===== config.mk =====
export PLATFORM = sky130hd
export DESIGN_NAME = lamport_mutex_node_top
export DESIGN_NICKNAME = d
export VERILOG_FILES = /design/src/hw/rtl/lmn_pkg.sv /design/src/hw/rtl/lmn_cell.sv /design/src/hw/rtl/lamport_mutex_node_top.sv
export SDC_FILE = /design/constraint.sdc
export NUM_CORES = 2
export LEC_CHECK = 0
export ABC_AREA = 1
export BUFFER_PORTS_ARGS = -buffer_cell sky130_fd_sc_hd__buf_4
export CAP_MARGIN = 20
export CORE_MARGIN = 1
export CORE_UTILIZATION = 30
export CTS_CLUSTER_SIZE = 16
export DETAILED_ROUTE_END_ITERATION = 8
export PLACE_DENSITY_LB_ADDON = 0.1
export SLEW_MARGIN = 5
export SYNTH_ARGS = -nofsm -noshare
export SYNTH_HDL_FRONTEND = slang
export SYNTH_SLANG_ARGS = --single-unit

===== constraint.sdc =====
create_clock -name clk -period 6.9 [get_ports clk]
set_input_delay 0 -clock clk [delete_from_list [all_inputs] [get_ports clk]]
set_output_delay 0 -clock clk [all_outputs]
set_load 0.05 [all_outputs]

===== src/hw/rtl/lmn_pkg.sv =====
// Shared types and codes for the Lamport mutual-exclusion node.
`default_nettype none
package lmn_pkg;

  localparam int LMN_QUEUE_DEPTH = 16;
  localparam int ID_W            = 8;
  localparam int STAMP_W         = 32;
  localparam int CNT8_W          = 8;

  localparam logic [STAMP_W-1:0] CLOCK_MAX = '1;
  localparam logic [CNT8_W-1:0]  RESP_MAX  = '1;

  // event kinds
  localparam logic [2:0] KIND_REQUEST  = 3'd0;
  localparam logic [2:0] KIND_RESPONSE = 3'd1;
  localparam logic [2:0] KIND_RELEASE  = 3'd2;
  localparam logic [2:0] KIND_LOCK     = 3'd3;
  localparam logic [2:0] KIND_UNLOCK   = 3'd4;

  // outgoing message kinds
  localparam logic [1:0] SEND_NONE     = 2'd0;
  localparam logic [1:0] SEND_RESPONSE = 2'd1;
  localparam logic [1:0] SEND_REQUEST  = 2'd2;
  localparam logic [1:0] SEND_RELEASE  = 2'd3;

  // configuration register indexes
  localparam logic CFG_OWN_ID     = 1'b0;
  localparam logic CFG_PEER_COUNT = 1'b1;

  typedef struct packed {
    logic [2:0]         kind;
    logic [ID_W-1:0]    peer_id;
    logic [STAMP_W-1:0] stamp;
  } in_item_t;

  typedef struct packed {
    logic [1:0]         send_kind;
    logic [ID_W-1:0]    send_to;
    logic [STAMP_W-1:0] send_stamp;
    logic               granted;
    logic               overflow;
  } out_item_t;

  typedef struct packed {
    logic [ID_W-1:0]    id;
    logic [STAMP_W-1:0] stamp;
  } q_entry_t;

  // command broadcast to every queue cell
  typedef struct packed {
    logic     ins;
    logic     rem;
    q_entry_t new_entry;
    logic [ID_W-1:0] rem_id;
  } cell_cmd_t;

  // signals handed from one cell to its right neighbour
  typedef struct packed {
    logic     ge;
    logic     seen;
    q_entry_t entry;
  } cell_link_t;

endpackage
`default_nettype wire


===== src/hw/rtl/lmn_cell.sv =====
// One slot of the sorted request queue: holds an entry, shifts on insert or remove.
`default_nettype none
module lmn_cell
  import lmn_pkg::*;
(
  input  wire logic       clk,
  input  wire cell_cmd_t  cmd_i,
  input  wire logic       valid_i,
  input  wire cell_link_t left_i,
  input  wire q_entry_t   right_entry_i,
  output cell_link_t      link_o
);

  q_entry_t entry_r;
  q_entry_t entry_nxt;
  logic     lt;
  logic     here;
  logic     match;

  always_comb begin
    lt = (cmd_i.new_entry.stamp < entry_r.stamp) ||
         ((cmd_i.new_entry.stamp == entry_r.stamp) && (cmd_i.new_entry.id < entry_r.id));
    // ge: insert position is at or left of this slot
    link_o.ge    = left_i.ge || !valid_i || lt;
    here         = link_o.ge && !left_i.ge;
    match        = valid_i && (entry_r.id == cmd_i.rem_id);
    link_o.seen  = left_i.seen || match;
    link_o.entry = entry_r;

    entry_nxt = entry_r;
    if (cmd_i.ins) begin
      if (left_i.ge) begin
        entry_nxt = left_i.entry;
      end else if (here) begin
        entry_nxt = cmd_i.new_entry;
      end
    end else if (cmd_i.rem && link_o.seen) begin
      entry_nxt = right_entry_i;
    end
  end

  always_ff @(posedge clk) begin
    entry_r <= entry_nxt;
  end

endmodule
`default_nettype wire


===== src/hw/rtl/lamport_mutex_node_top.sv =====
// Lamport mutual-exclusion node: clock, response count, control and the queue cell chain.
//
//   port group | dir | handshake          | payload
//   in_*       | in  | in_valid/in_stall   | in_data   (in_item_t)
//   out_*      | out | out_valid/out_stall | out_data  (out_item_t)
//   cfg_*      | in  | cfg_we             | cfg_index, cfg_wdata
//
// Each event passes through ST_EXEC, which updates clock and queue cells, then ST_DONE,
// which takes the grant from the updated queue head and loads the output register.
// A new event is taken in ST_IDLE, or in ST_DONE as the output loads; never in ST_EXEC.
// Synchronous active-low reset empties the queue (fill count) and clears clock, counts and config.
// A stalled output holds the finished result in ST_DONE and blocks the next event until it can load.
`default_nettype none
module lamport_mutex_node_top
  import lmn_pkg::*;
#(
  parameter int QUEUE_DEPTH = LMN_QUEUE_DEPTH
) (
  input  wire logic          clk,
  input  wire logic          rst_n,
  input  wire logic          in_valid,
  output logic               in_stall,
  input  wire in_item_t      in_data,
  output logic               out_valid,
  input  wire logic          out_stall,
  output out_item_t          out_data,
  input  wire logic          cfg_we,
  input  wire logic          cfg_index,
  input  wire logic [ID_W-1:0] cfg_wdata
);

  localparam int CNT_W = $clog2(QUEUE_DEPTH + 1);

  typedef enum logic [1:0] {ST_IDLE, ST_EXEC, ST_DONE} state_t;

  state_t             st_r, st_nxt;
  in_item_t           item_r, item_nxt;
  out_item_t          res_r, res_nxt;
  logic               out_valid_r, out_valid_nxt;
  out_item_t          out_data_r, out_data_nxt;
  logic [STAMP_W-1:0] clock_r, clock_nxt;
  logic [CNT_W-1:0]   count_r, count_nxt;
  logic [CNT8_W-1:0]  resp_r, resp_nxt;
  logic [ID_W-1:0]    own_id_r, own_id_nxt;
  logic [CNT8_W-1:0]  peer_r, peer_nxt;

  logic               can_load, in_acc, full, granted_now;
  logic [STAMP_W-1:0] merged, merged_inc, clock_inc, unlock_clk;
  cell_cmd_t          cmd;

  cell_link_t         link  [QUEUE_DEPTH];
  logic               valid [QUEUE_DEPTH];

  // queue cell chain
  for (genvar k = 0; k < QUEUE_DEPTH; k++) begin : g_cell
    cell_link_t left;
    q_entry_t   right;
    assign valid[k] = CNT_W'(k) < count_r;
    if (k == 0) begin : g_first
      assign left = '0;
    end else begin : g_mid
      assign left = link[k-1];
    end
    if (k == QUEUE_DEPTH - 1) begin : g_last
      assign right = link[k].entry;
    end else begin : g_inner
      assign right = link[k+1].entry;
    end
    lmn_cell u_cell (
      .clk           (clk),
      .cmd_i         (cmd),
      .valid_i       (valid[k]),
      .left_i        (left),
      .right_entry_i (right),
      .link_o        (link[k])
    );
  end

  always_comb begin
    can_load    = !out_valid_r || !out_stall;
    in_stall    = !((st_r == ST_IDLE) || ((st_r == ST_DONE) && can_load));
    in_acc      = in_valid && !in_stall;
    full        = count_r >= CNT_W'(QUEUE_DEPTH);
    granted_now = (resp_r == peer_r) && (count_r != '0) && (link[0].entry.id == own_id_r);

    clock_inc  = (clock_r == CLOCK_MAX) ? clock_r : clock_r + STAMP_W'(1);
    merged     = (item_r.stamp > clock_r) ? item_r.stamp : clock_r;
    merged_inc = (merged == CLOCK_MAX) ? merged : merged + STAMP_W'(1);
    unlock_clk = granted_now ? clock_inc : clock_r;

    st_nxt        = st_r;
    item_nxt      = item_r;
    res_nxt       = res_r;
    out_valid_nxt = out_valid_r;
    out_data_nxt  = out_data_r;
    clock_nxt     = clock_r;
    count_nxt     = count_r;
    resp_nxt      = resp_r;
    own_id_nxt    = own_id_r;
    peer_nxt      = peer_r;

    cmd = '0;
    cmd.new_entry.id    = item_r.peer_id;
    cmd.new_entry.stamp = item_r.stamp;
    cmd.rem_id          = item_r.peer_id;

    if (cfg_we) begin
      unique case (cfg_index)
        CFG_OWN_ID:     own_id_nxt = cfg_wdata;
        CFG_PEER_COUNT: peer_nxt   = cfg_wdata;
        default:        ;
      endcase
    end

    if (out_valid_r && !out_stall) begin
      out_valid_nxt = 1'b0;
    end

    if (in_acc) begin
      item_nxt = in_data;
    end

    unique case (st_r)
      ST_IDLE: begin
        if (in_acc) st_nxt = ST_EXEC;
      end
      ST_EXEC: begin
        res_nxt = '0;
        case (item_r.kind)
          KIND_REQUEST: begin
            cmd.ins            = !full;
            res_nxt.overflow   = full;
            clock_nxt          = merged_inc;
            res_nxt.send_kind  = SEND_RESPONSE;
            res_nxt.send_to    = item_r.peer_id;
            res_nxt.send_stamp = merged_inc;
          end
          KIND_RESPONSE: begin
            if (resp_r != RESP_MAX) resp_nxt = resp_r + CNT8_W'(1);
            clock_nxt = merged_inc;
          end
          KIND_RELEASE: begin
            cmd.rem   = 1'b1;
            clock_nxt = merged_inc;
          end
          KIND_LOCK: begin
            clock_nxt           = clock_inc;
            cmd.ins             = !full;
            cmd.new_entry.id    = own_id_r;
            cmd.new_entry.stamp = clock_inc;
            res_nxt.overflow    = full;
            res_nxt.send_kind   = SEND_REQUEST;
            res_nxt.send_stamp  = clock_inc;
          end
          KIND_UNLOCK: begin
            clock_nxt          = unlock_clk;
            cmd.rem            = 1'b1;
            cmd.rem_id         = own_id_r;
            resp_nxt           = '0;
            res_nxt.send_kind  = SEND_RELEASE;
            res_nxt.send_stamp = unlock_clk;
          end
          default: ;
        endcase
        if (cmd.ins) begin
          count_nxt = count_r + CNT_W'(1);
        end else if (cmd.rem && link[QUEUE_DEPTH-1].seen) begin
          count_nxt = count_r - CNT_W'(1);
        end
        st_nxt = ST_DONE;
      end
      ST_DONE: begin
        if (can_load) begin
          out_valid_nxt        = 1'b1;
          out_data_nxt         = res_r;
          out_data_nxt.granted = granted_now;
          st_nxt               = in_acc ? ST_EXEC : ST_IDLE;
        end
      end
      default: st_nxt = ST_IDLE;
    endcase
  end

  always_ff @(posedge clk) begin
    if (!rst_n) begin
      st_r        <= ST_IDLE;
      out_valid_r <= 1'b0;
      clock_r     <= '0;
      count_r     <= '0;
      resp_r      <= '0;
      own_id_r    <= '0;
      peer_r      <= '0;
    end else begin
      st_r        <= st_nxt;
      out_valid_r <= out_valid_nxt;
      clock_r     <= clock_nxt;
      count_r     <= count_nxt;
      resp_r      <= resp_nxt;
      own_id_r    <= own_id_nxt;
      peer_r      <= peer_nxt;
    end
    item_r     <= item_nxt;
    res_r      <= res_nxt;
    out_data_r <= out_data_nxt;
  end

  assign out_valid = out_valid_r;
  assign out_data  = out_data_r;

`ifndef NO_ASSERTIONS
  a_count_bound: assert property (@(posedge clk) disable iff (!rst_n)
    count_r <= CNT_W'(QUEUE_DEPTH)) else $error("queue fill count beyond depth");

  a_accept_exec: assert property (@(posedge clk) disable iff (!rst_n)
    in_acc |=> st_r == ST_EXEC) else $error("accepted event not executed");

  a_exec_done: assert property (@(posedge clk) disable iff (!rst_n)
    st_r == ST_EXEC |=> st_r == ST_DONE) else $error("execute cycle not followed by done");

  a_out_from_done: assert property (@(posedge clk) disable iff (!rst_n)
    $rose(out_valid_r) |-> $past(st_r == ST_DONE)) else $error("result without done cycle");

  a_grant_nonempty: assert property (@(posedge clk) disable iff (!rst_n)
    (st_r == ST_DONE) && granted_now |-> count_r != '0) else $error("grant on empty queue");
`endif

endmodule
`default_nettype wire


==> reports/metrics.csv <==
metric,value,unit
synth-seq-cells,834,
tritoncts,yes,
dp_cells,9250,
min_to,out_valid,
syn2layout_area_growth,19.6,%
p_per_area,202,nW/µm²
setup_slack,311,ps
crit_top_cell,nand2_1,
hold_depth,4,
synth-edff-count,770,
ant_nets,0,
wl_met2,123000,µm
topRoutingLayerUsed,met4,
wl_met1,117000,µm
ys_async_sr_fraction,0,%
tns,0,ps
synth_nets,7316,
gp_congestion,0.931,
layout_commonest_cell,nand2_1,
setup_viol,0,
fp.coreArea,189000,µm²
min_path_type,in -> reg,
postSynthAreaPerCell,8.61,µm²
crit-reg2reg-launch,clock_r[1],
drv_slew,0,
grt_overflow_total,0,
ios,103,
gr-usage-all-layers,27.1,%
netlist_instances,6636,
drtPass1Iterations,5,
max_freq,152,MHz
portBuffers,102,
htree_levels,3,
grt_max_degree,171,
clk_path_buf_depth,3,
syn_area,57200,µm²
cts.sinks,834,
worstPathArrival,7030,ps
critPathCaptureType,flip-flop,
cts-root-buf,clkbuf_16,
cts.clk_slew.worst_paths,60,ps
vias,52600,
grt_first_pass_wirelength,379000,µm
wl_per_cell,27.7,µm
wl_met3,14400,µm
clk_latency,800,ps
cp_slowest_cell,dfxtp_1,
die_y,439,µm
cpPeakStageDelay,440,ps
grt_pass1_vias,51400,
fin_nets,7678,
synth.distinct_cells,60,
critPathKind,reg -> reg,
initial_core_util,30.3,%
hpwlAfterDp,199000,µm
crit_fanout,33,
ys_warn_count,0,
antenna_found_initial,2,
peakVddDrop,0.211,mV
min_period,6590,ps
instances_no_fill,9588,
reg2reg_to,g_cell[7].u_cell.link_o[9],
maxSlewHeadroom,15.1,%
post_drt_via_cell_ratio,5.49,
total_power,13.8,mW
start_kind,flip-flop,
final_cell_mix,"1338 x nand2_1, 963 x inv_1, 770 x edfxtp_1, 623 x ha_1, 431 x nand3_1",
reg2reg_slack,310,ps
drive_above_1_share,9.73,%
finalHoldViolCount,0,
min-delay-start,out_stall,
drv_cap,0,
cts_buffers,109,
routed_wl,266000,µm
chipWidth,439,µm
rr_worst_depth,31,
clock_skew,53.8,ps
fin_crit_sh,95.5,%
leakage,28.8,nW
worstMarginPinSlew,1260,ps
die_area,192000,µm²
status,"finished, final reports clean",
synth_seq_area_share,42.7,%
drc,0,
place_ws,-798,ps
required,7340,ps
synthFlopType,edfxtp_1,
drtIter0Drc,4901,
fp-row-count,159,
## flip-flops by register name, summed over array words and instances (netlist names)
signal                count
clock_r                  32
g_cell.u_cell.link_o    640
resp_r                    8
st_r                      2
res_r                    43
peer_r                    8
own_id_r                  8
out_valid                 1
count_r                   5
out_data                 44
item_r                   43
## cells in the mapped netlist (20+ instances only)
master | number | area [µm²]
a211oi_1 | 23 | 173
a21o_1 | 30 | 225
a21oi_1 | 360 | 1800
a22oi_1 | 36 | 270
buf_2 | 24 | 120
clkbuf_1 | 224 | 841
dfxtp_1 | 64 | 1280
edfxtp_1 | 770 | 23100
ha_1 | 623 | 7790
inv_1 | 970 | 3640
nand2_1 | 1350 | 5070
nand3_1 | 433 | 2170
nand4_1 | 109 | 682
nor2_1 | 322 | 1210
nor3_1 | 65 | 325
nor4_1 | 20 | 125
o211ai_1 | 80 | 601
o21ai_0 | 387 | 1940
o21ai_1 | 46 | 230
o221ai_1 | 325 | 2850
o22ai_1 | 111 | 694
xor2_1 | 77 | 674
## worst max path at each step
stage,cells past startpoint,startpoint,end
after global placement,31,clock_r[1],g_cell[12].u_cell.link_o[39]
after CTS,31,clock_r[1],g_cell[12].u_cell.link_o[10]
after global routing,39,clock_r[1],g_cell[12].u_cell.link_o[15]
final,31,clock_r[1],g_cell[7].u_cell.link_o[9]
after detailed placement,31,clock_r[1],g_cell[12].u_cell.link_o[39]
after floorplan,33,clock_r[0],g_cell[14].u_cell.link_o[0]
## area by class of cell
type	instances	area [µm²]
antenna	2	5.00
clock inverter	72	881
multi-input combinational	4540	28400
inverter	992	3730
timing repair buffer	521	4970
tap	2495	3120
clock buffer	132	2870
sequential	834	24400
fill	19500	120000
## stage by stage
stage | utilization (%) | hold slack, ps | cell area [µm²]
2_1_floorplan | - | 98.9 | 57200
3_3_place_gp | 33.5 | 179 | 63200
3_5_place_dp | 33.5 | 181 | 63200
4_1_cts | 36.2 | 18.9 | 68200
5_1_grt | 36.2 | 77.0 | 68400
6_report | 36.2 | 75.1 | 68400
## logic make-up after synthesis
| family | after synthesis | share of synthesized area, % |
|---|---|---|
| AOI/OAI and AO/OA | 1467 | 16.3 |
| xor gates and xnor gates | 88 | 1.35 |
| adders and majority gates | 623 | 13.6 |
| buffers and inverters | 1262 | 8.37 |
| DFF | 834 | 42.7 |
| and+or+nand+nor | 2362 | 17.6 |
## worst max-delay path: cells and delay by family, from the launching register on
family | cells | cell delay, ps
XOR/XNOR | 1 | 240
buffers and inverters | 5 | 1170
AO/OA/AOI/OAI | 2 | 320
AND/OR/NAND/NOR | 21 | 3570
flip-flops | 1 | 440
adder cells (fa/ha/maj) | 2 | 350
## what timing repair did
| item | in CTS | in global routing |
|---|---|---|
| endpoints found under the setup margin | 690 | 902 |
| hold endpoints to repair | 121 | 0 |
| pin swaps | 0 | 3 |
| gates cloned | 0 | 0 |
| buffers inserted | 2 | 7 |
| hold buffers | 123 | 0 |
| gates resized for setup | 6 | 20 |
## report_power, final
part	switching [mW]	internal [mW]
logic	1.31	0.633
clock network	2.58	3.57
registers	0.0914	5.64
## layer usage
layer / up-vias / GRT usage, %
li1: 24300 / -
met1: 26000 / 36.6
met2: 1913 / 44.4
met3: 394 / 2.62
met4: 0 / 10.9
met5: - / 0
Note: power is estimated with default switching activity, not from simulation.
